### config.mk
export PLATFORM = sky130hd
export DESIGN_NAME = tlbp_row_ram
export DESIGN_NICKNAME = d
export VERILOG_FILES = /design/src/hdl/tlbp_pkg.sv /design/src/hdl/tlbp_row_ram.sv
export SDC_FILE = /design/constraint.sdc
export NUM_CORES = 2
export LEC_CHECK = 0
export BUFFER_PORTS_ARGS = -buffer_cell sky130_fd_sc_hd__buf_2
export CAP_MARGIN = 25
export CORE_ASPECT_RATIO = 0.7
export CORE_MARGIN = 2
export CORE_UTILIZATION = 35
export CTS_CLUSTER_DIAMETER = 50
export DETAILED_ROUTE_END_ITERATION = 10
export PLACE_DENSITY = 0.56
export SLEW_MARGIN = 20
export SYNTH_ARGS = -nofsm -noshare
export SYNTH_HDL_FRONTEND = slang
export SYNTH_SLANG_ARGS = --single-unit
### constraint.sdc
create_clock -name clk -period 7.32 [get_ports clk]
set_input_delay 1.098 -clock clk [delete_from_list [all_inputs] [get_ports clk]]
set_output_delay 1.098 -clock clk [all_outputs]
set_load 0.005 [all_outputs]
### src/hdl/tlbp_pkg.sv
// shared types, constants and helpers for the two-level branch predictor
package tlbp_pkg;

	localparam int unsigned MAX_ROWS    = 32;
	localparam int unsigned MAX_HISTORY = 8;
	localparam int unsigned PC_SHIFT    = 2;
	localparam int unsigned TAG_FULL    = 30;
	localparam int unsigned ROW_W       = $clog2(MAX_ROWS);
	localparam int unsigned CTR_AW      = ROW_W + MAX_HISTORY;
	localparam int unsigned CTR_DEPTH   = MAX_ROWS * (2 ** MAX_HISTORY);

	localparam logic [1:0] CTR_WEAK_NT = 2'b01;

	typedef enum logic [2:0] {
		REG_INDEX_BITS   = 3'd0,
		REG_HISTORY_BITS = 3'd1,
		REG_TAG_BITS     = 3'd2,
		REG_GLOBAL_HIST  = 3'd3,
		REG_GLOBAL_TABLE = 3'd4,
		REG_SHARE_XOR    = 3'd5
	} cfg_reg_t;

	typedef enum logic [1:0] {
		ST_CLEAR,
		ST_IDLE,
		ST_LOOKUP,
		ST_WIPE
	} state_t;

	typedef struct packed {
		logic        func;
		logic [31:0] pc;
		logic [31:0] target_pc;
		logic        taken;
		logic [31:0] predicted_dst;
	} in_item_t;

	typedef struct packed {
		logic        predict_taken;
		logic [31:0] next_pc;
		logic [31:0] flush_count;
		logic [31:0] branch_count;
		logic [14:0] storage_bits;
	} out_item_t;

	typedef struct packed {
		logic [2:0] index_bits;
		logic [3:0] history_bits;
		logic [4:0] tag_bits;
		logic       global_history;
		logic       global_table;
		logic       share_xor;
	} cfg_t;

	// counter memory request between controller and counter store
	typedef struct packed {
		logic              rd_en;
		logic [CTR_AW-1:0] rd_addr;
		logic              wr_en;
		logic [CTR_AW-1:0] wr_addr;
		logic [1:0]        wr_data;
	} ctr_req_t;

	function automatic logic [31:0] low_mask(input logic [5:0] n);
		logic [31:0] m;
		m = '0;
		for (int i = 0; i < 32; i++) begin
			if (i < n) m[i] = 1'b1;
		end
		return m;
	endfunction

	function automatic logic [2:0] eff_index(input logic [2:0] v);
		return (v > 3'd5) ? 3'd5 : v;
	endfunction

	function automatic logic [3:0] eff_hist(input logic [3:0] v);
		if (v < 4'd1) return 4'd1;
		if (v > 4'(MAX_HISTORY)) return 4'(MAX_HISTORY);
		return v;
	endfunction

	function automatic logic [4:0] eff_tag(input logic [4:0] v);
		return (v > 5'(TAG_FULL)) ? 5'(TAG_FULL) : v;
	endfunction

endpackage

### src/hdl/tlbp_row_ram.sv
// per-row tag, target and history memory with registered read
module tlbp_row_ram (
	input  logic                           clk,
	input  logic                           rd_en,
	input  logic [tlbp_pkg::ROW_W-1:0]     rd_addr,
	input  logic                           wr_en,
	input  logic [tlbp_pkg::ROW_W-1:0]     wr_addr,
	input  logic [69:0]                    wr_data,
	output logic [69:0]                    rd_data
);
	import tlbp_pkg::*;

	logic [69:0] mem [MAX_ROWS];

	always_ff @(posedge clk) begin
		if (wr_en) mem[wr_addr] <= wr_data;
		if (rd_en) rd_data <= mem[rd_addr];
	end

endmodule

# Word level (Yosys, flattened, before mapping)
# Memories as Yosys holds them, arrays and structs flattened. A register that Yosys moved wholly into a read port is not among the register bits.
# Cells that the tools add are included.
word_totals:
  ff_bits: 0
  ram_bits: 2240
  in_bits: 83
  output_inout_bits: 70
  mem_count: 1
classes:
  mux: 2
mem_list:
  columns: ["memory", "depth", "width", "read_ports", "rd_ports_with_merged_regs", "write_ports", "line", "text"]
  rows:
  - ["mem", 32, 70, 1, 1, 1, "tlbp_row_ram.sv:13", "logic [69:0] mem [MAX_ROWS];"]
ops:
  columns: ["op", "n"]
  rows:
  - ["$mux 1", 2]

# Longest topological paths before layout
depth:
  depth_word: 2
  depth_mapped: 9
  depth_no_buf: 4

# Least setup slack after synthesis
# OpenSTA, ideal clock, no wires.
synth_timing:
  kind: "input to register"
  start: "input port wr_addr[1] (netlist bit)"
  end: "memory mem[12][0] (enable)"
  arrival_ns: 4.682
  required_time_ns: 6.821
  path_slack_ns: 2.140
  stages: 3
  cell_sequence: "or3b_2 -> clkbuf_1 -> nor2_1"
synth_lines:
  columns: ["element", "line", "text"]
  rows:
  - ["from (decl)", "tlbp_row_ram.sv:7", "input logic [tlbp_pkg::ROW_W-1:0] wr_addr,"]
  - ["to (decl)", "tlbp_row_ram.sv:13", null]
# Straight into the memory's write port.

# Worst setup path in the final report
layout_timing:
  start: "input port wr_addr[0] (netlist bit)"
  end: "memory mem[14][6] (enable)"
# Straight into the memory's write port.

==> results.cfg <==
[run_status]
status = finished, final reports clean

[synth]
synth_area_per_cell_um2 = 25.7
synth-seq-cells = 2310
ys_top_cells_by_count = edfxtp_1, mux4_2, mux2_2
synth_area_leaders = edfxtp_1, mux4_2, mux2_2
synth_edf_count = 2310
synth_most_common_cell = edfxtp_1
ys_types = 30
synth_top_area_share_pct = 79.6
yosysWarnings = 0
synth_ff_type = edfxtp_1
synth-seq-area-share_pct = 79.6
synth.cell_area_um2 = 87100
synthCells = 3388
synthesis.nets = 3471
synthArstFlopShare_pct = 0
yosysTopAreaCell = edfxtp_1

[timing]
tns_ns = 0
fmax_ghz = 0.300
worstMarginPinSlew_ns = 1.07
hold_viol = 0
post-route-period-util_pct = 45.6
slew_violations = 0
setup_viol_count_final = 0
min_period_ns = 3.33
whs_ns = 0.724
relSlewSlack_pct = 28.9
rsz0062_at_grt = false
skew_ns = 0.0707

[grt]
grt_start_max_net_pins = 100
grtUsageTotal_pct = 17.3
gr-total-overflow = 0
grt_antenna_before_repair = 29
grt_pass1_wl_um = 309000
grt_pass1_vias = 39201

[floorplanning]
io-pin-count = 153
die_area_um2 = 253000
die-height_um = 421
chipWidth_um = 600
num_rows = 153
fp.coreArea_um2 = 248000
start_util_pct = 35.1

[detailed_routing]
vias = 38579
drcViolationCount = 0
drt-pass1-iter-count = 8
dr.first_iter.drc_count = 4777
ant_nets = 0
wl_um = 221000
wl_per_cell_um = 30.8
viasPerCell = 5.38

[setup_path]
critPathKind = input pin to flop
crit_chain = buf_2 > nand3b_1 > nor2_4 > buf_4
worstSetupEndpointType = flop
cp_slowest_cell = nor2_4
critical_path_buf_inv_count = 2
worstPathRequired_ns = 7.75
crit_path_max_incr_delay_ns = 0.94
startpoint_type = input pin
crit_arrival_ns = 3.76
cp_max_fo = 38
cpLargestDelayFamily = simple AND/OR/NAND/NOR gates

[final_layout]
area_growth_syn_to_layout_pct = 14.0
nets = 3764
fill_cells = 21429
drive_gt1_share_pct = 34.1

[power_and_ir_drop]
p_leak_uw = 0.0303
p_per_area_nw_per_um2 = 272
ir_drop_mv = 0.199

[clock_tree]
clk_path_buf_depth = 4
numClockSinks = 2310
clock_latency_ns = 0.88
hold_buffers = 0
clk_pin_slew_ns = 0.07
cts_root_buf = clkbuf_16
post_cts.repair.setup_buffers = 0
h-tree-depth = 4
cts_buffers = 219
cts_tree = done
cts-resized-gates = 0

[placed_design]
place_hpwl_um = 107000
port_buffers = 152
gp_congestion = 0.704

[run]
drv_cap = 0

[worst_hold_path]
hold_class = input pin to flop
sequential cells by signal (all words and copies together) (netlist names):
register  count
rd_data      70
mem        2240
worst paths after layout:
check                    from           to  slack (ns)  cells past startpoint
setup reg to reg  mem[29][29]  rd_data[29]        5.34                      3
setup / recovery   wr_addr[0]   mem[14][6]        3.99                      4
hold reg to reg   mem[28][31]  rd_data[31]        0.89                      4
hold / removal    wr_data[54]   mem[7][54]        0.72                      1
final cells by class:
class	count	area (um2)	area share [%]
clock buffers	258	5670	5.71
diodes	6	15.0	0.0151
repair buffers	245	1900	1.91
well taps	3332	4170	4.20
inverters	1	3.75	0.00378
flip-flops and latches	2310	69400	69.9
clock inverters	121	1060	1.07
multi-input cells	904	17100	17.2
routing by layer:
| metal | GRT usage (%) | share of wire [%] | vias up |
|---|---|---|---|
| li1 | - | - | 15426 |
| met1 | 24.8 | 43 | 21389 |
| met2 | 27.7 | 48 | 1436 |
| met3 | 3.01 | 6.7 | 316 |
| met4 | 4.09 | 2.3 | 12 |
| met5 | 0 | 0.036 | - |
worst reg2reg max path: cells and delay by family (launching register included):
kind / cells / cell delay [ns]
flip-flops: 1 / 0.37
multiplexers: 3 / 1.33
stage by stage:
stage               setup slack [ns]  area (um2)  utilization, %  instances  total power, uW
detailed placement              3.09       92600            37.3       6792            16400
finish                          3.99       99300            40.1       7177            27000
global placement                3.02       92400            37.3       6785            16400
floorplan                       2.14       87100               -       3388            15800
CTS                             3.96       99300            40.1       7171            27300
global route                    3.86       99300            40.1       7174            27900
report_power, final:
part | switching (uW) | internal [uW]
sequential | 67.9 | 14800
clock | 4820 | 6130
combinational | 717 | 537
kinds of logic (layout without fill, tap and decap cells):
kind of cell / count (synthesis) / count (layout) / share of synthesized area, %
AOI/OAI and AO/OA: 58 / 58 / 0.491
buffers and inverters: 174 / 625 / 0.967
DFF: 2310 / 2310 / 79.6
muxes: 781 / 781 / 18.5
other: 0 / 6 / 0
and+or+nand+nor: 65 / 65 / 0.363
placed cells by master (no fill, tap or decap), types with 7 or more instances in the layout:
cell | netlist | final
o21ai_0 | 11 | 11
edfxtp_1 | 2310 | 2310
clkinv_2 | 0 | 41
mux2_2 | 79 | 79
mux4_2 | 657 | 657
nor2_4 | 0 | 32
buf_12 | 0 | 29
bufinv_16 | 0 | 18
a221oi_1 | 14 | 14
nor2_1 | 39 | 7
o22ai_1 | 10 | 10
mux2i_1 | 45 | 45
clkbuf_16 | 0 | 221
buf_4 | 19 | 63
clkinv_1 | 1 | 49
clkbuf_1 | 72 | 37
buf_2 | 64 | 146
Note: power is estimated with default switching activity, not from simulation.
